### src/hdl/arrc_pkg.sv
// Shared constants, codes and types of the adaptive resample ratio controller.
package arrc_pkg;

  // Field widths
  localparam int LVL_W   = 10;   // buffer levels, counts, thresholds
  localparam int GAIN_W  = 16;   // signed Q4.12 gains
  localparam int STEP_W  = 24;   // unsigned Q8.16 phase step
  localparam int LEN_CFG_W = 6;  // initial rate length register
  localparam int CFG_W   = 24;   // widest register
  localparam int CFG_IDX_W = 3;
  localparam int STATUS_W = 2;

  // Internal arithmetic widths
  localparam int HIST_W  = 16;             // one history entry
  localparam int SUM_W   = 24;             // window sums
  localparam int FRAC_W  = 16;             // Q.16 averages
  localparam int AVG_W   = 28;             // signed Q11.16 averages
  localparam int DIFF_W  = AVG_W + 1;      // change of the fill average
  localparam int GAIN_FRAC = 12;           // fraction bits of the gains
  localparam int PROD_W  = GAIN_W + DIFF_W;
  localparam int ACC_W   = 48;             // Q.28 step sum
  localparam int NUM_W   = SUM_W + FRAC_W; // divider dividend
  localparam int DIV_BITS  = 4;            // quotient bits per divider cycle
  localparam int DIV_STEPS = NUM_W / DIV_BITS;

  // Fixed design constants
  localparam int BATCH_SAMPLES   = 96;
  localparam int BUF_DEPTH       = 1024;
  localparam int RATE_WINDOW_DEF = 32;
  localparam int FILL_WINDOW_DEF = 32;

  localparam logic signed [ACC_W-1:0] BATCH_Q28 =
    ACC_W'(BATCH_SAMPLES) << (FRAC_W + GAIN_FRAC);
  localparam logic [STEP_W-1:0] STEP_RESET = STEP_W'(BATCH_SAMPLES << FRAC_W);

  // Register reset values
  localparam logic [LVL_W-1:0]     IDEAL_RESET    = LVL_W'(512);
  localparam logic [LVL_W-1:0]     CRIT_RESET     = LVL_W'(128);
  localparam logic [GAIN_W-1:0]    GAIN_P_RESET   = GAIN_W'(256);
  localparam logic [GAIN_W-1:0]    GAIN_D_RESET   = GAIN_W'(0);
  localparam logic [STEP_W-1:0]    STEP_MIN_RESET = STEP_W'(6225920);
  localparam logic [STEP_W-1:0]    STEP_MAX_RESET = STEP_W'(6357000);
  localparam logic [LEN_CFG_W-1:0] INIT_LEN_RESET = LEN_CFG_W'(4);

  // Register indexes
  localparam logic [CFG_IDX_W-1:0] REG_IDEAL    = 3'd0;
  localparam logic [CFG_IDX_W-1:0] REG_CRIT     = 3'd1;
  localparam logic [CFG_IDX_W-1:0] REG_GAIN_P   = 3'd2;
  localparam logic [CFG_IDX_W-1:0] REG_GAIN_D   = 3'd3;
  localparam logic [CFG_IDX_W-1:0] REG_STEP_MIN = 3'd4;
  localparam logic [CFG_IDX_W-1:0] REG_STEP_MAX = 3'd5;
  localparam logic [CFG_IDX_W-1:0] REG_INIT_LEN = 3'd6;

  // Operation codes
  localparam logic OP_WRITE = 1'b0;
  localparam logic OP_BATCH = 1'b1;

  // Result status codes
  localparam logic [STATUS_W-1:0] STATUS_WRITE = 2'd0;
  localparam logic [STATUS_W-1:0] STATUS_STEP  = 2'd1;
  localparam logic [STATUS_W-1:0] STATUS_BUSY  = 2'd2;
  localparam logic [STATUS_W-1:0] STATUS_CRIT  = 2'd3;

  // Divider status toward the sequencer
  typedef struct packed {
    logic busy;
    logic done;
  } div_stat_t;

endpackage

### src/hdl/arrc_div.sv
// Shared signed divider: (dividend * 2^16) / divisor, truncated, saturated to Q11.16.
module arrc_div #(
  parameter int DIV_W = 6
) (
  input  logic                               clk_i,
  input  logic                               rst_ni,
  input  logic                               start_i,
  input  logic signed [arrc_pkg::SUM_W-1:0]  dividend_i,
  input  logic [DIV_W-1:0]                   divisor_i,
  output arrc_pkg::div_stat_t                stat_o,
  output logic signed [arrc_pkg::AVG_W-1:0]  quot_o
);
  import arrc_pkg::*;

  localparam int CNT_W = (DIV_STEPS > 1) ? $clog2(DIV_STEPS) : 1;
  localparam logic [CNT_W-1:0] CNT_LAST = CNT_W'(DIV_STEPS - 1);
  localparam logic [NUM_W-1:0] POS_LIM  = NUM_W'((64'd1 << (AVG_W - 1)) - 64'd1);
  localparam logic [NUM_W-1:0] NEG_LIM  = NUM_W'(64'd1 << (AVG_W - 1));

  logic [NUM_W-1:0] num_q, num_d;
  logic [DIV_W:0]   rem_q, rem_d;
  logic [DIV_W-1:0] div_q;
  logic             neg_q;
  logic [CNT_W-1:0] cnt_q;
  logic             run_q, done_q;
  logic [SUM_W-1:0] mag;

  assign mag = dividend_i[SUM_W-1] ? $unsigned(-dividend_i) : $unsigned(dividend_i);

  // Restoring division, several quotient bits per cycle
  always_comb begin
    rem_d = rem_q;
    num_d = num_q;
    for (int k = 0; k < DIV_BITS; k++) begin
      rem_d = {rem_d[DIV_W-1:0], num_d[NUM_W-1]};
      num_d = {num_d[NUM_W-2:0], 1'b0};
      if (rem_d >= {1'b0, div_q}) begin
        rem_d    = rem_d - {1'b0, div_q};
        num_d[0] = 1'b1;
      end
    end
  end

  always_ff @(posedge clk_i) begin
    if (start_i) begin
      num_q <= {mag, {FRAC_W{1'b0}}};
      rem_q <= '0;
      div_q <= divisor_i;
      neg_q <= dividend_i[SUM_W-1];
    end else if (run_q) begin
      num_q <= num_d;
      rem_q <= rem_d;
    end
  end

  always_ff @(posedge clk_i or negedge rst_ni) begin
    if (!rst_ni) begin
      cnt_q  <= '0;
      run_q  <= 1'b0;
      done_q <= 1'b0;
    end else begin
      done_q <= 1'b0;
      if (start_i) begin
        cnt_q <= '0;
        run_q <= 1'b1;
      end else if (run_q) begin
        cnt_q <= cnt_q + 1'b1;
        if (cnt_q == CNT_LAST) begin
          run_q  <= 1'b0;
          done_q <= 1'b1;
        end
      end
    end
  end

  // Apply sign and saturate the magnitude
  always_comb begin
    if (!neg_q) begin
      quot_o = (num_q > POS_LIM) ? {1'b0, {(AVG_W-1){1'b1}}} : $signed(num_q[AVG_W-1:0]);
    end else begin
      quot_o = (num_q > NEG_LIM) ? {1'b1, {(AVG_W-1){1'b0}}} : -$signed(num_q[AVG_W-1:0]);
    end
  end

  assign stat_o.busy = run_q;
  assign stat_o.done = done_q;

  a_start_idle: assert property (@(posedge clk_i) disable iff (!rst_ni)
    start_i |-> !run_q)
    else $error("divider started while running");

  a_div_nonzero: assert property (@(posedge clk_i) disable iff (!rst_ni)
    start_i |-> (divisor_i != '0))
    else $error("divider started with zero divisor");

  a_done_after_last: assert property (@(posedge clk_i) disable iff (!rst_ni)
    (run_q && (cnt_q == CNT_LAST) && !start_i) |=> (done_q && !run_q))
    else $error("divider did not finish after last step");

endmodule

### src/hdl/adaptive_resample_ratio_control_core.sv
// Top level of the adaptive resample ratio controller: sequencer, windows, shared units.
//
//  channel   | direction | tdata (low bit up)                       | tuser
//  ----------+-----------+------------------------------------------+----------------
//  s_axis    | in        | written_count[9:0], buffer_level[19:10]  | operation
//  m_axis    | out       | phase_step, rate_error_avg, fill_avg     | status
//  cfg       | in        | cfg_index_i selects, cfg_data_i holds value (write only)
//
//  A write notice, a busy answer or a critical answer goes from idle straight
//  to the output step, which loads it into the output register. A batch step
//  runs two passes of the shared divider (4 quotient bits a cycle, rate average
//  then fill average), then multiply, accumulate and clamp through one shared
//  multiplier. The input is not ready until the result is loaded.
//  Reset clears all control state and loads the register defaults; the history
//  memories need no clearing pass, their per-entry valid bits reset at once.
//  A full output register stalls the sequencer in its output step only.
module adaptive_resample_ratio_control_core #(
  parameter int RATE_WINDOW = arrc_pkg::RATE_WINDOW_DEF,
  parameter int FILL_WINDOW = arrc_pkg::FILL_WINDOW_DEF
) (
  input  logic                             clk_i,
  input  logic                             rst_ni,
  // input stream
  input  logic                             s_axis_tvalid,
  output logic                             s_axis_tready,
  input  logic [23:0]                      s_axis_tdata,   // written_count, buffer_level
  input  logic                             s_axis_tuser,   // operation
  // result stream
  output logic                             m_axis_tvalid,
  input  logic                             m_axis_tready,
  output logic [79:0]                      m_axis_tdata,   // phase_step, rate avg, fill avg
  output logic [arrc_pkg::STATUS_W-1:0]    m_axis_tuser,   // status
  // configuration writes
  input  logic                             cfg_we_i,
  input  logic [arrc_pkg::CFG_IDX_W-1:0]   cfg_index_i,
  input  logic [arrc_pkg::CFG_W-1:0]       cfg_data_i
);
  import arrc_pkg::*;

  localparam int RP_W  = (RATE_WINDOW > 1) ? $clog2(RATE_WINDOW) : 1;
  localparam int FP_W  = (FILL_WINDOW > 1) ? $clog2(FILL_WINDOW) : 1;
  localparam int LEN_W = ($clog2(RATE_WINDOW + 1) > LEN_CFG_W) ?
                         $clog2(RATE_WINDOW + 1) : LEN_CFG_W;
  localparam int DIV_W = ($clog2(FILL_WINDOW + 1) > LEN_W) ?
                         $clog2(FILL_WINDOW + 1) : LEN_W;

  // Sequencer states
  localparam int S_W = 4;
  localparam logic [S_W-1:0] S_IDLE  = 4'd0;
  localparam logic [S_W-1:0] S_UPD   = 4'd1;
  localparam logic [S_W-1:0] S_RDIV  = 4'd2;
  localparam logic [S_W-1:0] S_RWAIT = 4'd3;
  localparam logic [S_W-1:0] S_FDIV  = 4'd4;
  localparam logic [S_W-1:0] S_FWAIT = 4'd5;
  localparam logic [S_W-1:0] S_MULP  = 4'd6;
  localparam logic [S_W-1:0] S_MULD  = 4'd7;
  localparam logic [S_W-1:0] S_ACC   = 4'd8;
  localparam logic [S_W-1:0] S_CLAMP = 4'd9;
  localparam logic [S_W-1:0] S_OUT   = 4'd10;

  logic [S_W-1:0] state_q, state_d;

  // Configuration registers
  logic [LVL_W-1:0]         ideal_q, crit_q;
  logic signed [GAIN_W-1:0] gain_p_q, gain_d_q;
  logic [STEP_W-1:0]        step_min_q, step_max_q;
  logic [LEN_CFG_W-1:0]     init_len_q;

  // Controller state
  logic                     ready_q;
  logic [HIST_W-1:0]        written_q;
  logic [RP_W-1:0]          rate_pos_q;
  logic [FP_W-1:0]          fill_pos_q;
  logic [LEN_W-1:0]         rate_len_q;
  logic signed [SUM_W-1:0]  rate_sum_q, fill_sum_q;
  logic signed [AVG_W-1:0]  last_favg_q;
  logic [STEP_W-1:0]        step_q;
  logic [RATE_WINDOW-1:0]   rate_vld_q;
  logic [FILL_WINDOW-1:0]   fill_vld_q;
  logic [STATUS_W-1:0]      res_status_q;

  // History memories
  logic signed [HIST_W-1:0] rate_mem [RATE_WINDOW];
  logic signed [HIST_W-1:0] fill_mem [FILL_WINDOW];
  logic signed [HIST_W-1:0] rate_rd_q, fill_rd_q;
  logic                     rate_vrd_q, fill_vrd_q;

  // Working registers
  logic signed [HIST_W-1:0] rerr_q, ferr_q;
  logic signed [AVG_W-1:0]  ravg_q, favg_q;
  logic signed [DIFF_W-1:0] dfill_q;
  logic signed [PROD_W-1:0] prod_q;
  logic signed [ACC_W-1:0]  acc_q;

  // Output register
  logic                     out_valid_q;
  logic [STATUS_W-1:0]      out_status_q;
  logic [STEP_W-1:0]        out_step_q;
  logic signed [AVG_W-1:0]  out_ravg_q, out_favg_q;

  // Input fields
  logic             op;
  logic [LVL_W-1:0] count, level;
  logic             in_acc, out_load, arm, batch_go;

  assign op    = s_axis_tuser;
  assign count = s_axis_tdata[9:0];
  assign level = s_axis_tdata[19:10];

  assign s_axis_tready = (state_q == S_IDLE);
  assign in_acc        = s_axis_tvalid && s_axis_tready;
  assign out_load      = (state_q == S_OUT) && (!out_valid_q || m_axis_tready);

  // Arm on a nonzero write while the buffer sits above ideal
  assign arm = in_acc && (op == OP_WRITE) && (count != '0) &&
               (32'(count) < BUF_DEPTH) && !ready_q && (level > ideal_q);
  assign batch_go = in_acc && (op == OP_BATCH) && ready_q && (level >= crit_q);

  // Window updates for the new entries
  logic signed [HIST_W-1:0] rate_old, fill_old;
  logic                     rate_full;
  logic signed [SUM_W-1:0]  rate_sum_d, fill_sum_d;
  logic [LEN_W-1:0]         rate_len_d;

  assign rate_old  = rate_vrd_q ? rate_rd_q : '0;
  assign fill_old  = fill_vrd_q ? fill_rd_q : '0;
  assign rate_full = (rate_len_q >= LEN_W'(RATE_WINDOW));

  always_comb begin
    rate_sum_d = rate_sum_q + {{(SUM_W-HIST_W){rerr_q[HIST_W-1]}}, rerr_q};
    rate_len_d = rate_len_q + 1'b1;
    if (rate_full) begin
      rate_sum_d = rate_sum_d - {{(SUM_W-HIST_W){rate_old[HIST_W-1]}}, rate_old};
      rate_len_d = LEN_W'(RATE_WINDOW);
    end
    fill_sum_d = fill_sum_q + {{(SUM_W-HIST_W){ferr_q[HIST_W-1]}}, ferr_q}
                            - {{(SUM_W-HIST_W){fill_old[HIST_W-1]}}, fill_old};
  end

  // Shared divider
  div_stat_t               div_stat;
  logic                    div_start;
  logic signed [SUM_W-1:0] div_num;
  logic [DIV_W-1:0]        div_den;
  logic signed [AVG_W-1:0] div_quot;

  assign div_start = (state_q == S_RDIV) || (state_q == S_FDIV);
  assign div_num   = (state_q == S_RDIV) ? rate_sum_q : fill_sum_q;
  assign div_den   = (state_q == S_RDIV) ? DIV_W'(rate_len_q) : DIV_W'(FILL_WINDOW);

  arrc_div #(
    .DIV_W (DIV_W)
  ) u_div (
    .clk_i      (clk_i),
    .rst_ni     (rst_ni),
    .start_i    (div_start),
    .dividend_i (div_num),
    .divisor_i  (div_den),
    .stat_o     (div_stat),
    .quot_o     (div_quot)
  );

  // Shared multiplier: gain_p * fill avg, then gain_d * fill change
  logic signed [GAIN_W-1:0] mul_a;
  logic signed [DIFF_W-1:0] mul_b;
  logic signed [PROD_W-1:0] prod_d;

  assign mul_a  = (state_q == S_MULP) ? gain_p_q : gain_d_q;
  assign mul_b  = (state_q == S_MULP) ? {favg_q[AVG_W-1], favg_q} : dfill_q;
  assign prod_d = mul_a * mul_b;

  // Floor to Q8.16, then clamp: lower limit first
  logic signed [ACC_W-1:0] total;
  logic [STEP_W-1:0]       step_d;

  assign total = acc_q >>> GAIN_FRAC;

  always_comb begin
    if (total < $signed({{(ACC_W-STEP_W){1'b0}}, step_min_q})) begin
      step_d = step_min_q;
    end else if (total > $signed({{(ACC_W-STEP_W){1'b0}}, step_max_q})) begin
      step_d = step_max_q;
    end else begin
      step_d = total[STEP_W-1:0];
    end
  end

  // Next state
  always_comb begin
    state_d = state_q;
    case (state_q)
      S_IDLE:  if (in_acc) state_d = batch_go ? S_UPD : S_OUT;
      S_UPD:   state_d = S_RDIV;
      S_RDIV:  state_d = S_RWAIT;
      S_RWAIT: if (div_stat.done) state_d = S_FDIV;
      S_FDIV:  state_d = S_FWAIT;
      S_FWAIT: if (div_stat.done) state_d = S_MULP;
      S_MULP:  state_d = S_MULD;
      S_MULD:  state_d = S_ACC;
      S_ACC:   state_d = S_CLAMP;
      S_CLAMP: state_d = S_OUT;
      S_OUT:   if (out_load) state_d = S_IDLE;
      default: state_d = S_IDLE;
    endcase
  end

  // Control state and configuration
  always_ff @(posedge clk_i or negedge rst_ni) begin
    if (!rst_ni) begin
      state_q      <= S_IDLE;
      ideal_q      <= IDEAL_RESET;
      crit_q       <= CRIT_RESET;
      gain_p_q     <= GAIN_P_RESET;
      gain_d_q     <= GAIN_D_RESET;
      step_min_q   <= STEP_MIN_RESET;
      step_max_q   <= STEP_MAX_RESET;
      init_len_q   <= INIT_LEN_RESET;
      ready_q      <= 1'b0;
      written_q    <= '0;
      rate_pos_q   <= '0;
      fill_pos_q   <= '0;
      rate_len_q   <= LEN_W'(INIT_LEN_RESET);
      rate_sum_q   <= '0;
      fill_sum_q   <= '0;
      last_favg_q  <= '0;
      step_q       <= STEP_RESET;
      rate_vld_q   <= '0;
      fill_vld_q   <= '0;
      res_status_q <= STATUS_WRITE;
      out_valid_q  <= 1'b0;
    end else begin
      state_q <= state_d;

      if (cfg_we_i) begin
        case (cfg_index_i)
          REG_IDEAL:    ideal_q    <= cfg_data_i[LVL_W-1:0];
          REG_CRIT:     crit_q     <= cfg_data_i[LVL_W-1:0];
          REG_GAIN_P:   gain_p_q   <= cfg_data_i[GAIN_W-1:0];
          REG_GAIN_D:   gain_d_q   <= cfg_data_i[GAIN_W-1:0];
          REG_STEP_MIN: step_min_q <= cfg_data_i[STEP_W-1:0];
          REG_STEP_MAX: step_max_q <= cfg_data_i[STEP_W-1:0];
          REG_INIT_LEN: init_len_q <= cfg_data_i[LEN_CFG_W-1:0];
          default: ;
        endcase
      end

      if (in_acc) begin
        if (op == OP_WRITE) begin
          written_q    <= written_q + HIST_W'(count);
          res_status_q <= STATUS_WRITE;
          if (arm) begin
            // Restart both error windows
            ready_q     <= 1'b1;
            rate_vld_q  <= '0;
            fill_vld_q  <= '0;
            rate_pos_q  <= '0;
            fill_pos_q  <= '0;
            rate_len_q  <= LEN_W'(init_len_q);
            rate_sum_q  <= '0;
            fill_sum_q  <= '0;
            last_favg_q <= '0;
          end
        end else begin
          written_q <= '0;
          if (!ready_q) begin
            res_status_q <= STATUS_BUSY;
          end else if (level < crit_q) begin
            ready_q      <= 1'b0;
            res_status_q <= STATUS_CRIT;
          end else begin
            res_status_q <= STATUS_STEP;
          end
        end
      end

      if (state_q == S_UPD) begin
        rate_sum_q <= rate_sum_d;
        fill_sum_q <= fill_sum_d;
        rate_len_q <= rate_len_d;
        rate_vld_q[rate_pos_q] <= 1'b1;
        fill_vld_q[fill_pos_q] <= 1'b1;
        rate_pos_q <= (rate_pos_q == RP_W'(RATE_WINDOW - 1)) ? '0 : rate_pos_q + 1'b1;
        fill_pos_q <= (fill_pos_q == FP_W'(FILL_WINDOW - 1)) ? '0 : fill_pos_q + 1'b1;
      end

      if ((state_q == S_FWAIT) && div_stat.done) begin
        last_favg_q <= div_quot;
      end

      if (state_q == S_CLAMP) begin
        step_q <= step_d;
      end

      if (out_load) begin
        out_valid_q <= 1'b1;
      end else if (m_axis_tready) begin
        out_valid_q <= 1'b0;
      end
    end
  end

  // Rate history memory
  always_ff @(posedge clk_i) begin
    if (batch_go) begin
      rate_rd_q  <= rate_mem[rate_pos_q];
      rate_vrd_q <= rate_vld_q[rate_pos_q];
    end
    if (state_q == S_UPD) begin
      rate_mem[rate_pos_q] <= rerr_q;
    end
  end

  // Fill history memory
  always_ff @(posedge clk_i) begin
    if (batch_go) begin
      fill_rd_q  <= fill_mem[fill_pos_q];
      fill_vrd_q <= fill_vld_q[fill_pos_q];
    end
    if (state_q == S_UPD) begin
      fill_mem[fill_pos_q] <= ferr_q;
    end
  end

  // Datapath registers
  always_ff @(posedge clk_i) begin
    if (batch_go) begin
      rerr_q <= written_q - HIST_W'(BATCH_SAMPLES);
      ferr_q <= $signed(HIST_W'(level)) - $signed(HIST_W'(ideal_q));
    end
    if ((state_q == S_RWAIT) && div_stat.done) begin
      ravg_q <= div_quot;
    end
    if ((state_q == S_FWAIT) && div_stat.done) begin
      favg_q  <= div_quot;
      dfill_q <= {div_quot[AVG_W-1], div_quot} - {last_favg_q[AVG_W-1], last_favg_q};
    end
    if ((state_q == S_MULP) || (state_q == S_MULD)) begin
      prod_q <= prod_d;
    end
    case (state_q)
      S_MULP:  acc_q <= BATCH_Q28 +
                        {{(ACC_W-AVG_W-GAIN_FRAC){ravg_q[AVG_W-1]}}, ravg_q,
                         {GAIN_FRAC{1'b0}}};
      S_MULD,
      S_ACC:   acc_q <= acc_q + {{(ACC_W-PROD_W){prod_q[PROD_W-1]}}, prod_q};
      default: ;
    endcase
    if (out_load) begin
      out_status_q <= res_status_q;
      out_step_q   <= step_q;
      out_ravg_q   <= (res_status_q == STATUS_STEP) ? ravg_q : '0;
      out_favg_q   <= (res_status_q == STATUS_STEP) ? favg_q : '0;
    end
  end

  assign m_axis_tvalid = out_valid_q;
  assign m_axis_tuser  = out_status_q;
  assign m_axis_tdata  = {out_favg_q, out_ravg_q, out_step_q};

  a_work_needs_ready: assert property (@(posedge clk_i) disable iff (!rst_ni)
    ((state_q != S_IDLE) && (state_q != S_OUT)) |-> ready_q)
    else $error("step computed while controller not ready");

  a_idle_div_quiet: assert property (@(posedge clk_i) disable iff (!rst_ni)
    (state_q == S_IDLE) |-> !div_stat.busy)
    else $error("divider still running in idle");

  a_rate_len_range: assert property (@(posedge clk_i) disable iff (!rst_ni)
    (state_q == S_RDIV) |-> ((rate_len_q != '0) && (rate_len_q <= LEN_W'(RATE_WINDOW))))
    else $error("rate divisor out of range");

endmodule

### config.mk
export PLATFORM = sky130hd
export DESIGN_NAME = adaptive_resample_ratio_control_core
export DESIGN_NICKNAME = d
export VERILOG_FILES = /design/src/hdl/arrc_pkg.sv /design/src/hdl/arrc_div.sv /design/src/hdl/adaptive_resample_ratio_control_core.sv
export SDC_FILE = /design/constraint.sdc
export NUM_CORES = 2
export LEC_CHECK = 0
export BUFFER_PORTS_ARGS = -buffer_cell sky130_fd_sc_hd__buf_2
export CAP_MARGIN = 30
export CELL_PAD_IN_SITES_DETAIL_PLACEMENT = 0
export CELL_PAD_IN_SITES_GLOBAL_PLACEMENT = 2
export CORE_ASPECT_RATIO = 0.6
export CORE_UTILIZATION = 40
export CTS_CLUSTER_DIAMETER = 150
export DETAILED_ROUTE_END_ITERATION = 12
export GPL_TIMING_DRIVEN = 1
export PLACE_DENSITY_LB_ADDON = 0.3
export SLEW_MARGIN = 20
export SYNTH_ARGS = -nofsm -noshare
export SYNTH_HDL_FRONTEND = slang
export SYNTH_SLANG_ARGS = --single-unit
### constraint.sdc
create_clock -name clk_i -period 8.4 [get_ports clk_i]
set_input_delay 0.84 -clock clk_i [delete_from_list [all_inputs] [get_ports clk_i]]
set_output_delay 0.84 -clock clk_i [all_outputs]
set_load 0.005 [all_outputs]
==> results.md <==
* Slew @ Worst Pin at around 1100 ps
* Routed WL at 273000 um
* Detailed Route Iter0 Violations at 6297
* Drt drc at 0
* Synth warn at 0
* Synthesis-stage register bit count at 1549
* Minimum clock period at a little over 8000 ps
* Worst setup SP type: register
* Fillcell total at 19500
* Area taken by multi-input logic gates at roughly 0.04 sq mm
* Count leader, synth: edfxtp_1
* Synth Area per Inst at 12.4 sq um
* Port Buf Inserts at ~140
* First-pass GRT wire length at about 400000 um
* Largest net degree at the start of global routing at around 160
* Main synth FF type: edfxtp_1
* Crit share post-route at between 90% and 100%
* Dominant cell type by area after synthesis: edfxtp_1
* TritonCTS Sinks at ~1500
* Arrival time worst endpoint at a little under 9000 ps
* Worst path top cell family by delay: adder cells
* Fmax at 0.122 GHz
* Finished Core Util at between 40% and 50%
* Post-Syn Area at ~0.088 sq mm
* Post-DRT Antenna Nets at 0
* Post-DP HPWL at 201000 um
* H-tree levels at 4
* Synth top cells by count: edfxtp_1 (1211), inv_1 (824), nand2_1 (699)
* CP most frequent cell: fa_1
* Routed via count at a little under 60000
* Vias/cell at 5.51
* Final setup violation count at 0
* Worst setup path category: register to register
* Routability cong. at roughly 0.9
* Clock Skew at between 80 and 90 ps
* Max incr delay on CP at 580 ps
* Max-Cap Viols at 0
* Core area at about 0.22 sq mm
* Total GRT Usage at about a quarter
* Sequential area share after synthesis at slightly above 50%
* Placed Cells at 10100
* Crit path capture type: register
* Status: finished clean
* Area grow syn2layout at 13.9%
* WP data required at between 8000 and 9000 ps
* Ys async rst share at between 20% and 30%
* Hold Crit Class: input port to register
* WHS at around 270 ps
* Global route total overflow at 0
* Initial antenna violation count at 25
* EDFF count, synth at roughly 1200
* CTS root buffer: clkbuf_16
* Reg area at about 0.045 sq mm
* CTS Buf Count at 160
* # rows at ~130
* Mapped Nets at 7989
* Synth unique cells at slightly above 90
* Die area at 0.222 sq mm
* Slew HR at 25.2%
* Clk_lat worst skew at between 800 and 900 ps
* Drt first pass iters at 6
* Final Hold Viols at 0
* # IOs at 141
* Buf/Inv on CP at 5
* Routed len/inst at between 20 and 30 um
* Largest cells by area after synthesis: edfxtp_1 (41%), fa_1 (11%), dfrtp_1 (8.5%)
* Chip height at roughly 370 um
* Pins over their slew limit at 0
* Max Fanout on Critical Path at 19
* Clock tree buffer depth at 4
* Net count, final at ~8300
* Setup TNS at 0 ps
* Post-synth top area share at slightly above 40%
* Mapped Cells at 7083
* Worst path slowest cell: fa_1
* Initial Utilization at approximately 40%
* Die width at between 600 and 700 um
* Clock tree from TritonCTS: built
* Vias in the first global route at ~56000
* Layout Cells excl Fill at 10500
* Layout cell share with drive strength beyond 1 at about 16%
* Clock slew at reported path FFs at 70 ps
metal layers:
layer	vias to the layer above	share of wire (%)	track usage (%)
met4	6	1.3	3.41
met2	2220	35	29.8
li1	25800	-	-
met1	29400	52	41.9
met5	-	0.12	0
met3	246	11	7.34
per-stage QoR:
step | instance area [sq um] | setup slack (ps)
floorplan | 87900 | 174
global placement | 94100 | 133
detailed placement | 94400 | 136
CTS | 99900 | 113
global route | 100000 | -17.0
finish | 100000 | 236
layout make-up:
cell class              count  share of cell area [%]
flip-flops and latches   1549                    44.7
repair buffers            477                    3.68
well taps                2881                    3.60
multi-input cells        4426                    39.4
clock buffers             200                    4.28
diodes                      3                 0.00750
clock inverters            86                    1.19
inverters                 828                    3.11
tightest hold or removal path, stage by stage:
cell and delay [ps]:
buf_2 100, nand2_1 40, o21ai_0 70
worst paths after layout:
check	slack (ps)	start	end	depth (start not counted)
max	240	state_q[0]	prod_q[44]	27
min	270	cfg_data_i[22]	step_min_q[22]	3
max reg2reg	240	state_q[0]	prod_q[44]	27
min reg2reg	450	step_q[19]	out_step_q[19]	0
max in group asynchronous	6370	rst_ni	rate_vld_q[15]	3
min in group asynchronous	560	rst_ni	fill_vld_q[4]	2
timing repair:
item | CTS | global route
endpoints found under the hold margin | 10 | 0
hold buffers | 1 | 0
endpoints found under the setup margin | 0 | 17
buffers inserted | 0 | 5
gates resized for setup | 0 | 36
sequential cells by signal, indices dropped and copies added (netlist names), 24 cells and up:
| name | cells |
|---|---|
| step_max_q | 24 |
| fill_vld_q | 32 |
| dfill_q | 29 |
| u_div.num_q | 40 |
| out_ravg_q | 28 |
| favg_q | 28 |
| rate_sum_q | 24 |
| fill_sum_q | 24 |
| last_favg_q | 28 |
| rate_mem | 512 |
| step_min_q | 24 |
| out_favg_q | 28 |
| rate_vld_q | 32 |
| prod_q | 45 |
| fill_mem | 352 |
| acc_q | 48 |
| step_q | 24 |
| out_step_q | 24 |
| ravg_q | 28 |
logic make-up (layout without fill, tap and decap cells):
kind of cell / after synthesis / after routing / share of synthesized area [%]
and+or+nand+nor: 1748 / 1748 / 9.03
xor gates and xnor gates: 248 / 248 / 2.47
DFF: 1549 / 1549 / 50.9
other: 0 / 3 / 0
buffers and inverters: 1108 / 1591 / 4.74
AOI/OAI and AO/OA: 1166 / 1166 / 8.60
muxes: 415 / 415 / 8.13
adders and majority gates: 849 / 849 / 16.2
layout by cell type, fill, tap and decap left out, drive strengths merged, types with 22 or more instances in the layout:
cell type	count
or3	31
a211oi	23
fa	477
and3	30
ha	372
o21a	31
nand4	57
o31ai	42
o211ai	37
buf	475
clkinv	44
inv	834
xnor2	167
a21oi	249
nand3	127
mux2	77
mux4	232
nor2	468
clkbuf	201
o21ai	270
a22oi	118
nand2	700
a31oi	29
dfrtp	299
xor2	81
nor3	67
a21o	202
and2	91
nor2b	47
nand2b	41
mux2i	106
dfxtp	22
edfxtp	1211
o21bai	42
bufinv	27
Power is not shown: default switching activity piles up to over one toggle a cycle in this logic, so the estimate is an artifact.
